===== src/design/sckd_pkg.sv =====
// Package for the scan-code set 1 key event decoder.
// Holds command and event codes, modifier key numbers and the ASCII tables.
// No dependencies.
package sckd_pkg;

  localparam int unsigned KeySlots = 128;
  localparam int unsigned KeyW     = $clog2(KeySlots);

  typedef enum logic [1:0] {
    CMD_RAW   = 2'd0,
    CMD_QUERY = 2'd1,
    CMD_MOD   = 2'd2
  } cmd_e;

  typedef enum logic [1:0] {
    EV_NONE = 2'd0,
    EV_DOWN = 2'd1,
    EV_UP   = 2'd2
  } event_e;

  localparam logic [KeyW-1:0] KeyLShift = 7'h2A;
  localparam logic [KeyW-1:0] KeyRShift = 7'h36;
  localparam logic [KeyW-1:0] KeyCtrl   = 7'h1D;
  localparam logic [KeyW-1:0] KeyAlt    = 7'h38;

  typedef struct packed {
    logic shift;
    logic ctrl;
    logic alt;
  } mods_t;

  function automatic mods_t set_modifier(mods_t cur, logic [KeyW-1:0] key, logic value);
    mods_t nxt;
    nxt = cur;
    if (key == KeyLShift || key == KeyRShift) begin
      nxt.shift = value;
    end else if (key == KeyCtrl) begin
      nxt.ctrl = value;
    end else if (key == KeyAlt) begin
      nxt.alt = value;
    end
    return nxt;
  endfunction

  function automatic logic [6:0] to_ascii(logic shift, logic [KeyW-1:0] key);
    logic [6:0] chr;
    case (key)
      7'd1:    chr = 7'h01;
      7'd2:    chr = shift ? 7'h21 : 7'h31;
      7'd3:    chr = shift ? 7'h40 : 7'h32;
      7'd4:    chr = shift ? 7'h23 : 7'h33;
      7'd5:    chr = shift ? 7'h24 : 7'h34;
      7'd6:    chr = shift ? 7'h25 : 7'h35;
      7'd7:    chr = shift ? 7'h5E : 7'h36;
      7'd8:    chr = shift ? 7'h26 : 7'h37;
      7'd9:    chr = shift ? 7'h2A : 7'h38;
      7'd10:   chr = shift ? 7'h28 : 7'h39;
      7'd11:   chr = shift ? 7'h29 : 7'h30;
      7'd12:   chr = shift ? 7'h5F : 7'h2D;
      7'd13:   chr = shift ? 7'h2B : 7'h3D;
      7'd14:   chr = 7'h08;
      7'd15:   chr = 7'h09;
      7'd16:   chr = shift ? 7'h51 : 7'h71;
      7'd17:   chr = shift ? 7'h57 : 7'h77;
      7'd18:   chr = shift ? 7'h45 : 7'h65;
      7'd19:   chr = shift ? 7'h52 : 7'h72;
      7'd20:   chr = shift ? 7'h54 : 7'h74;
      7'd21:   chr = shift ? 7'h59 : 7'h79;
      7'd22:   chr = shift ? 7'h55 : 7'h75;
      7'd23:   chr = shift ? 7'h49 : 7'h69;
      7'd24:   chr = shift ? 7'h4F : 7'h6F;
      7'd25:   chr = shift ? 7'h50 : 7'h70;
      7'd26:   chr = shift ? 7'h7B : 7'h5B;
      7'd27:   chr = shift ? 7'h7D : 7'h5D;
      7'd28:   chr = 7'h0A;
      7'd30:   chr = shift ? 7'h41 : 7'h61;
      7'd31:   chr = shift ? 7'h53 : 7'h73;
      7'd32:   chr = shift ? 7'h44 : 7'h64;
      7'd33:   chr = shift ? 7'h46 : 7'h66;
      7'd34:   chr = shift ? 7'h47 : 7'h67;
      7'd35:   chr = shift ? 7'h48 : 7'h68;
      7'd36:   chr = shift ? 7'h4A : 7'h6A;
      7'd37:   chr = shift ? 7'h4B : 7'h6B;
      7'd38:   chr = shift ? 7'h4C : 7'h6C;
      7'd39:   chr = shift ? 7'h3A : 7'h3B;
      7'd40:   chr = shift ? 7'h22 : 7'h27;
      7'd41:   chr = shift ? 7'h7E : 7'h60;
      7'd43:   chr = shift ? 7'h7C : 7'h5C;
      7'd44:   chr = shift ? 7'h5A : 7'h7A;
      7'd45:   chr = shift ? 7'h58 : 7'h78;
      7'd46:   chr = shift ? 7'h43 : 7'h63;
      7'd47:   chr = shift ? 7'h56 : 7'h76;
      7'd48:   chr = shift ? 7'h42 : 7'h62;
      7'd49:   chr = shift ? 7'h4E : 7'h6E;
      7'd50:   chr = shift ? 7'h4D : 7'h6D;
      7'd51:   chr = shift ? 7'h3C : 7'h2C;
      7'd52:   chr = shift ? 7'h3E : 7'h2E;
      7'd53:   chr = shift ? 7'h3F : 7'h2F;
      7'd55:   chr = 7'h2A;
      7'd57:   chr = 7'h20;
      default: chr = 7'h00;
    endcase
    return chr;
  endfunction

endpackage


===== src/design/scancode_key_event_decoder_core.sv =====
// Top level of the scan-code set 1 key event decoder.
// Depends on sckd_pkg for codes, modifier helpers and the ASCII tables.
//
// One beat in gives one beat out. A beat is captured in an input register
// together with the held bit of its key, read from the 128-entry key map;
// once it moves on, the result register loads, raw beats write the map
// and raw or modifier beats set the modifier holds. Throughput is one
// beat per cycle, and both stages hold while the output side stalls. The
// key map clears at reset via per-key valid bits; no clearing pass needed.
module scancode_key_event_decoder_core import sckd_pkg::*; (
  input  logic            clk_i,
  input  logic            rst_ni,
  input  logic            in_valid_i,
  output logic            in_ready_o,
  input  logic [1:0]      command_i,
  input  logic [7:0]      code_byte_i,
  input  logic            pressed_flag_i,
  output logic            out_valid_o,
  input  logic            out_ready_i,
  output logic [1:0]      event_kind_o,
  output logic [KeyW-1:0] key_number_o,
  output logic [6:0]      ascii_char_o,
  output logic            shift_held_o,
  output logic            ctrl_held_o,
  output logic            alt_held_o,
  output logic [7:0]      last_code_o,
  output logic            key_is_down_o
);

  logic                s1_valid_q;
  logic [1:0]          cmd_q;
  logic [7:0]          code_q;
  logic                flag_q;
  logic                held_q;

  logic                out_valid_q;
  logic [1:0]          kind_q;
  logic [KeyW-1:0]     keynum_q;
  logic [6:0]          ascii_q;
  logic                down_q;

  mods_t               mods_q, mods_d;
  logic [7:0]          last_q, last_d;

  logic                key_mem [KeySlots];
  logic [KeySlots-1:0] key_vld_q;

  logic                advance;
  logic                fire;
  logic                accept;
  logic [KeyW-1:0]     key;
  logic [KeyW-1:0]     rd_key;
  logic                press;
  logic                wr_en;
  logic [1:0]          kind_d;
  logic [6:0]          ascii_d;
  logic                down_d;

  assign advance    = !out_valid_q || out_ready_i;
  assign fire       = s1_valid_q && advance;
  assign in_ready_o = !s1_valid_q || advance;
  assign accept     = in_valid_i && in_ready_o;

  assign key    = code_q[KeyW-1:0];
  assign rd_key = code_byte_i[KeyW-1:0];
  assign press  = !code_q[7];
  assign wr_en  = fire && (cmd_q == CMD_RAW);

  always_comb begin
    mods_d  = mods_q;
    last_d  = last_q;
    kind_d  = EV_NONE;
    ascii_d = 7'd0;
    down_d  = 1'b0;
    case (cmd_q)
      CMD_RAW: begin
        mods_d = set_modifier(mods_q, key, press);
        last_d = code_q;
        if (press && !held_q) begin
          kind_d = EV_DOWN;
        end else if (!press && held_q) begin
          kind_d = EV_UP;
        end
        if (press) begin
          ascii_d = to_ascii(mods_d.shift, key);
        end
      end
      CMD_QUERY: begin
        down_d = held_q;
      end
      CMD_MOD: begin
        mods_d = set_modifier(mods_q, key, flag_q);
      end
      default: begin
      end
    endcase
  end

  // Key map storage; bypass the write of the stage ahead on a same-key read.
  always_ff @(posedge clk_i) begin
    if (wr_en) begin
      key_mem[key] <= press;
    end
    if (accept) begin
      if (wr_en && (key == rd_key)) begin
        held_q <= press;
      end else begin
        held_q <= key_vld_q[rd_key] & key_mem[rd_key];
      end
    end
  end

  always_ff @(posedge clk_i or negedge rst_ni) begin
    if (!rst_ni) begin
      key_vld_q <= '0;
    end else if (wr_en) begin
      key_vld_q[key] <= 1'b1;
    end
  end

  always_ff @(posedge clk_i or negedge rst_ni) begin
    if (!rst_ni) begin
      s1_valid_q  <= 1'b0;
      out_valid_q <= 1'b0;
      mods_q      <= '0;
      last_q      <= 8'd0;
    end else begin
      if (in_ready_o) begin
        s1_valid_q <= in_valid_i;
      end
      if (advance) begin
        out_valid_q <= s1_valid_q;
      end
      if (fire) begin
        mods_q <= mods_d;
        last_q <= last_d;
      end
    end
  end

  always_ff @(posedge clk_i) begin
    if (accept) begin
      cmd_q  <= command_i;
      code_q <= code_byte_i;
      flag_q <= pressed_flag_i;
    end
    if (fire) begin
      kind_q   <= kind_d;
      keynum_q <= key;
      ascii_q  <= ascii_d;
      down_q   <= down_d;
    end
  end

  assign out_valid_o   = out_valid_q;
  assign event_kind_o  = kind_q;
  assign key_number_o  = keynum_q;
  assign ascii_char_o  = ascii_q;
  assign shift_held_o  = mods_q.shift;
  assign ctrl_held_o   = mods_q.ctrl;
  assign alt_held_o    = mods_q.alt;
  assign last_code_o   = last_q;
  assign key_is_down_o = down_q;

endmodule

===== config.mk =====
export PLATFORM = sky130hd
export DESIGN_NAME = scancode_key_event_decoder_core
export DESIGN_NICKNAME = d
export VERILOG_FILES = /design/src/design/sckd_pkg.sv /design/src/design/scancode_key_event_decoder_core.sv
export SDC_FILE = /design/constraint.sdc
export NUM_CORES = 1
export LEC_CHECK = 0
export BUFFER_PORTS_ARGS = -buffer_cell sky130_fd_sc_hd__buf_2
export CORE_MARGIN = 8
export CORE_UTILIZATION = 40
export CTS_BUF_LIST = sky130_fd_sc_hd__clkbuf_8 sky130_fd_sc_hd__clkbuf_16
export CTS_CLUSTER_DIAMETER = 50
export DETAILED_ROUTE_END_ITERATION = 16
export PLACE_DENSITY = 0.6
export SYNTH_ARGS = -nofsm -noshare
export SYNTH_HDL_FRONTEND = slang
export SYNTH_SLANG_ARGS = --single-unit

===== constraint.sdc =====
create_clock -name clk_i -period 2.35 [get_ports clk_i]
set_clock_uncertainty 0.1 [all_clocks]
set_input_delay 0.47 -clock clk_i [delete_from_list [all_inputs] [get_ports clk_i]]
set_output_delay 0.47 -clock clk_i [all_outputs]
set_load 0.01 [all_outputs]

# [Word-level counts from Yosys, hierarchy flattened]
# Memory sizes are Yosys's and may differ from the RTL's.
# Index checks and enable logic that the tools add are counted.
[totals] output_inout_bits=30 memories=1 ramBits=128 input_bits=15 register_bits=170 latchBits=0 romBits=0 elab_cells=183
[memory_table] memory="key_mem" words=128 width=1 read_ports=1 rd_clocked_by_memory_dff=0 wr=1 line_no="scancode_key_event_decoder_core.sv:45" text="logic key_mem [KeySlots];"
[classes] shift=0 addsub=0 muxes=69 n_mul=0 bitwise_logic=3 n_reduce_logical=22 n_div=0 eq_ne=69 n_lt_le_gt_ge=3
[ops] op="$pmux W7 S53" count=1
[ops] op="$eq A7 B6 Y1 const B" count=26
[ops] op="$mux W6" count=29
[ops] op="$or A128 B128 Y128" count=1
[ops] op="$eq A7 B5 Y1 const B" count=16
[ops] op="$mux W5" count=13
[ops] op="$eq A7 B4 Y1 const B" count=8
[ops] op="$eq A7 B3 Y1 const B" count=4
[ops] op="$mux W7" count=3
[ops] op="$lt A7 B8 Y1 const B" count=2
[ops] op="$mux W1" count=16
[ops] op="$eq A7 B2 Y1 const B" count=2
[ops] op="$ne A2 B2 Y1 const B" count=7
[ops] op="$reduce_and A8 Y1" count=1
[ops] op="$bmux W1 S7" count=1
[ops] op="$demux W1 S7" count=1
[ops] op="$eq A7 B1 Y1 const B" count=1
[ops] op="$eq A7 B7 Y1" count=1
[ops] op="$ge A7 B1 Y1 const B" count=1
[ops] op="$logic_and A1 B1 Y1" count=7
[ops] op="$mux W2" count=3
[ops] op="$pmux W3 S2" count=1
[ops] op="$reduce_and A6 Y1" count=1
[ops] op="$logic_not A1 Y1" count=4
[ops] op="other kinds (12)" count=16

# [Logic depth before layout (Yosys ltp)]
[logic_depth] ltp_word=6 depth_mapped=10 mapped_depth_nobuf=7

# [Worst setup path after synthesis]
# OpenSTA, ideal clock, no wires.
[synth_path] path_type="register -> register" startpoint="register code_q[7]" endpoint="memory key_mem[0], data pin" stages_incl_launch_ff=2 setup_slack_ns=-0.114 arrival_ns=1.877 n_path_buf=0 required_time_ns=1.763 setup_time_ns=0.487 synth_period_minus_slack_ns=2.464 cell_sequence="edfxtp_1 inv_1"
[synth_between] elab_chain_cells=1
[synth_lines] element="from (decl)" line_no="scancode_key_event_decoder_core.sv:32" text="logic [7:0] code_q;"
[synth_lines] element="from (signal assigned)" line_no="scancode_key_event_decoder_core.sv:144" text="code_q <= code_byte_i;"
[synth_lines] element="$logic_not A1 Y1" line_no="scancode_key_event_decoder_core.sv:66" text="assign press = !code_q[7];"
[synth_lines] element="via press" line_no="scancode_key_event_decoder_core.sv:53" text="logic press;"
[synth_lines] element="to (decl)" line_no="scancode_key_event_decoder_core.sv:45"
# The timed path passes the listed nets, and every way through them passes these cells.

# [Worst setup path in the final report]
[layout_path] startpoint="register code_q[1]" endpoint="register ascii_q[3], in the netlist ascii_char_o[3], data pin"
[layout_between] elab_chain_cells=6 elab_cells_between_ends=62 cone_classes="55 x eq/ne; 6 x mux; 1 x reduce/logical"
[layout_lines] element="$eq A7 B6 Y1" line_no="sckd_pkg.sv:35" text="if (key == KeyLShift || key == KeyRShift) begin"
[layout_lines] element="$logic_or A1 B1 Y1" line_no="sckd_pkg.sv:35"
[layout_lines] element="$mux W1" line_no="sckd_pkg.sv:35"
[layout_lines] element="$mux W1" line_no="scancode_key_event_decoder_core.sv:75" text="case (cmd_q)"
[layout_lines] element="$mux W5 (tied with other cells)" line_no="sckd_pkg.sv:87" text="7'd41: chr = shift ? 7'h7E : 7'h60;"
[layout_lines] element="$pmux W7 S53 *" line_no="sckd_pkg.sv:47" text="case (key)"
[layout_lines] element="to (signal assigned)" line_no="scancode_key_event_decoder_core.sv:150" text="ascii_q <= ascii_d;"
[layout_lines] element="to (decl)" line_no="scancode_key_event_decoder_core.sv:39" text="logic [6:0] ascii_q;"
# Every way passes the cells marked *; elsewhere a longest branch is shown, timed or not. The select of a mux whose other input is x is not followed.
# A chain may end at the register's enable or synchronous reset.

==> out/qor.tcl <==
set qor(syn-num-nets) 1161
set qor(clk_pin_slew_ns) 0.06
set qor(tritoncts) {done}
set qor(worst_path_max_delay_cell) {sky130_fd_sc_hd__edfxtp_1}
set qor(design.portCount) 45
set qor(syn_area_per_cell_um2) 11.26
set qor(firstDrtPassIters) 5
set qor(share_of_final_layout_standard_cells_stronger_than_drive_strength_1) 0.3148
set qor(maximum_number_of_pins_on_one_net_before_global_route_repair) 47
set qor(synth_seq_area_share) 0.6391
set qor(critical_path.endpoint_type) {flop}
set qor(die_area_um2) 38250
set qor(count_of_flip_flops_with_a_built_in_enable_after_synthesis) 157
set qor(cpMostUsedCell) {sky130_fd_sc_hd__o21ai_4}
set qor(grt_pass1_wl_mm) 56.87
set qor(ys_seq_elements) 298
set qor(setup-violations-final) 7
set qor(period_minus_slack_ns) 2.391
set qor(cellLeakagePower_nw) 6.671
set qor(grt_setup_unrepaired) {true}
set qor(floorplan.die.height_um) 195.6
set qor(detailroute.via_count) 9511
set qor(timing.hold.worst.class) {input pin to flop}
set qor(power_mw) 12.86
set qor(start_kind) {flop}
set qor(max-clock-path-buffers) 3
set qor(hold-worst-slack_ns) 0.02692
set qor(instances_no_fill) 1749
set qor(final_cell_mix) {sky130_fd_sc_hd__edfxtp_1, sky130_fd_sc_hd__nor2_1, sky130_fd_sc_hd__dfrtp_1, sky130_fd_sc_hd__buf_4, sky130_fd_sc_hd__or2_2}
set qor(final.setup.tns_ns) -0.2165
set qor(status) {finished with violations}
set qor(antenna_violations_before_repair) 1
set qor(grt_overflow_total) 0
set qor(ant_nets) 0
set qor(numPortBuffers) 44
set qor(tightest_slew_ns) 0.5656
set qor(timing.critical_path.slowest_cell_delay_ns) 0.51
set qor(final_core_utilization) 0.5084
set qor(globalplace.congestion) 0.9063
set qor(clock_sinks) 298
set qor(detail_routed_net_length_per_standard_cell_um) 21.02
set qor(timing.setup.critical_path_class) {flop to flop}
set qor(synthDominantCellAreaShare) 0.3655
set qor(synthFlopType) {sky130_fd_sc_hd__edfxtp_1}
set qor(worst_slack_ns) -0.04115
set qor(x_dimension_of_the_die_um) 195.6
set qor(arrival_ns) 2.54
set qor(drtIter0Drc) 697
set qor(nFillCells) 2789
set qor(rrSetupSlack_ns) -0.04
set qor(yosysWarnings) 0
set qor(crit_required_ns) 2.50
set qor(dpl.cell_count) 1675
set qor(failing_checks) {setup timing}
set qor(cts.htree.levels) 2
set qor(wl_mm) 36.77
set qor(detail_route.drc_violations) 0
set qor(tritoncts.num_buffers) 36
set qor(coreArea_um2) 31640
set qor(clock_insertion_delay_worst_skew_ns) 0.52
set qor(worstPathCellList) {or2b_1, buf_6, o22ai_2, and3_4, a2111oi_4, buf_4, o21ai_4, o21ai_4, a41oi_1}
set qor(finalNetCount) 1335
set qor(finalHoldViolations) 0
set qor(initial_standard_cell_utilization_of_the_core) 0.4077
set qor(rows) 65
set qor(syn_inst) 1146
set qor(grt_usage) 0.1906
set qor(first_global_vias) 9552
set qor(cellPowerDensity_nw_per_um2) 799.2
set qor(final_common_cell) {sky130_fd_sc_hd__edfxtp_1}
set qor(drv_slew) 0
set qor(synthToLayoutAreaGrowth_pct) 24.71
set qor(worst_slew_margin_rel) 0.6222
set qor(post_drt_via_cell_ratio) 5.438
set qor(dpl.hpwl_mm) 26.27
set qor(area_contributors_post_synth) {sky130_fd_sc_hd__edfxtp_1, sky130_fd_sc_hd__dfrtp_1, sky130_fd_sc_hd__or2_2}
set qor(power.ir.vdd_worst_mv) 0.6347
set qor(synth_area_um2) 12900
set qor(synth_async_sr_flop_share) 0.4732
set qor(fmaxAchievable_mhz) 418.2
set qor(fin_crit_sh) 1.018
set qor(max-cap-violations) 0
set qor(final_cell_area_um2) 16090
set qor(clock_tree.root_cell) {sky130_fd_sc_hd__clkbuf_16}
set qor(antennaDiodeCount) 0
set qor(place_ws_ns) -0.2310
set qor(post_dp_cell_area_um2) 14610
set qor(ys_types) 73
set qor(critical_path.max_fanout) 7
set qor(synth.largest_area_cell) {sky130_fd_sc_hd__edfxtp_1}
-- synth_stat cells, types with 6 or more instances --
cell type / instances
sky130_fd_sc_hd__nor3_1: 22
sky130_fd_sc_hd__or2_2: 125
sky130_fd_sc_hd__buf_1: 10
sky130_fd_sc_hd__a31oi_1: 11
sky130_fd_sc_hd__nand4_1: 12
sky130_fd_sc_hd__clkbuf_1: 26
sky130_fd_sc_hd__inv_1: 8
sky130_fd_sc_hd__or2_1: 6
sky130_fd_sc_hd__nand3_1: 79
sky130_fd_sc_hd__o211ai_1: 39
sky130_fd_sc_hd__o21ai_0: 45
sky130_fd_sc_hd__dfrtp_1: 141
sky130_fd_sc_hd__nor4_1: 7
sky130_fd_sc_hd__or3_1: 6
sky130_fd_sc_hd__nor2_1: 148
sky130_fd_sc_hd__buf_2: 28
sky130_fd_sc_hd__nand3b_1: 9
sky130_fd_sc_hd__edfxtp_1: 157
sky130_fd_sc_hd__a21oi_1: 23
sky130_fd_sc_hd__nand2b_1: 9
sky130_fd_sc_hd__o22ai_1: 6
sky130_fd_sc_hd__nand2_1: 119
sky130_fd_sc_hd__nor2b_1: 8
sky130_fd_sc_hd__xor2_1: 7
-- metal layers --
metal	GRT usage	vias to the layer above	wire length [um]
li1	-	4450	-
met1	0.2682	4756	16860
met2	0.2995	246	17160
met3	0.03043	57	1806
met4	0.05839	2	925
met5	0	-	15
-- power by group --
group	internal, mW	leakage (nW)	switching (mW)	total [mW]
Clock	3.56	0.634	2.26	5.82
Sequential	5.70	3.36	0.109	5.81
Combinational	0.508	2.67	0.716	1.22
Total	9.78	6.67	3.08	12.9
-- state kept, by name, summed over array words and instances, names as in the netlist --
name and count:
cmd_q 2, code_q 8, ctrl_held_o 1, event_kind_o 2, out_valid_o 1, flag_q 1, shift_held_o 1, key_mem 128
s1_valid_q 1, held_q 1, last_code_o 8, key_is_down_o 1, ascii_char_o 7, key_number_o 7, key_vld_q 128, alt_held_o 1
-- repair_timing --
action / in CTS / in global routing
buffers inserted: 2 / 6
endpoints found under the hold margin: 41 / 0
endpoints found under the setup margin: 7 / 17
cloned: 0 / 0
hold buffers: 1 / 0
gates resized for setup: 3 / 26
pin swaps: 4 / 8
-- worst paths after layout --
| check | start | depth (start not counted) | endpoint |
|---|---|---|---|
| max in group asynchronous | rst_ni | 3 | key_vld_q[65] |
| worst max register to register | code_q[1] | 9 | ascii_char_o[3] |
| worst min register to register | key_vld_q[22] | 1 | key_vld_q[22] |
| worst min-delay path | code_byte_i[7] | 1 | code_q[7] |
| worst max-delay path | code_q[1] | 9 | ascii_char_o[3] |
| min in group asynchronous | rst_ni | 2 | key_vld_q[57] |
-- critical path, delay by kind of cell, from the launching register on --
| family | cells | cell delay (ns) |
|---|---|---|
| AOI/OAI and AO/OA | 5 | 0.75 |
| DFF | 1 | 0.51 |
| and+or+nand+nor | 2 | 0.45 |
| buffers and inverters | 2 | 0.30 |
-- area by class of cell --
| type | instances | area [um2] | share of cell area |
|---|---|---|---|
| inverter | 9 | 37.54 | 0.002334 |
| timing repair buffer | 205 | 1633 | 0.1015 |
| sequential | 298 | 8243 | 0.5124 |
| clock inverter | 26 | 300.3 | 0.01867 |
| tap | 402 | 503.0 | 0.03127 |
| clock buffer | 39 | 964.7 | 0.05997 |
| multi-input combinational | 770 | 4404 | 0.2738 |
-- cells by family (layout without fill, tap and decap cells) --
family	after synthesis	after routing	synth area share
AND/OR/NAND/NOR	578	578	0.2244
buffers and inverters	78	279	0.02774
flip-flops	298	298	0.6391
multiplexers	9	9	0.009312
XOR/XNOR	8	8	0.005432
AO/OA/AOI/OAI	175	175	0.09409
(Power assumes the default switching activity.)
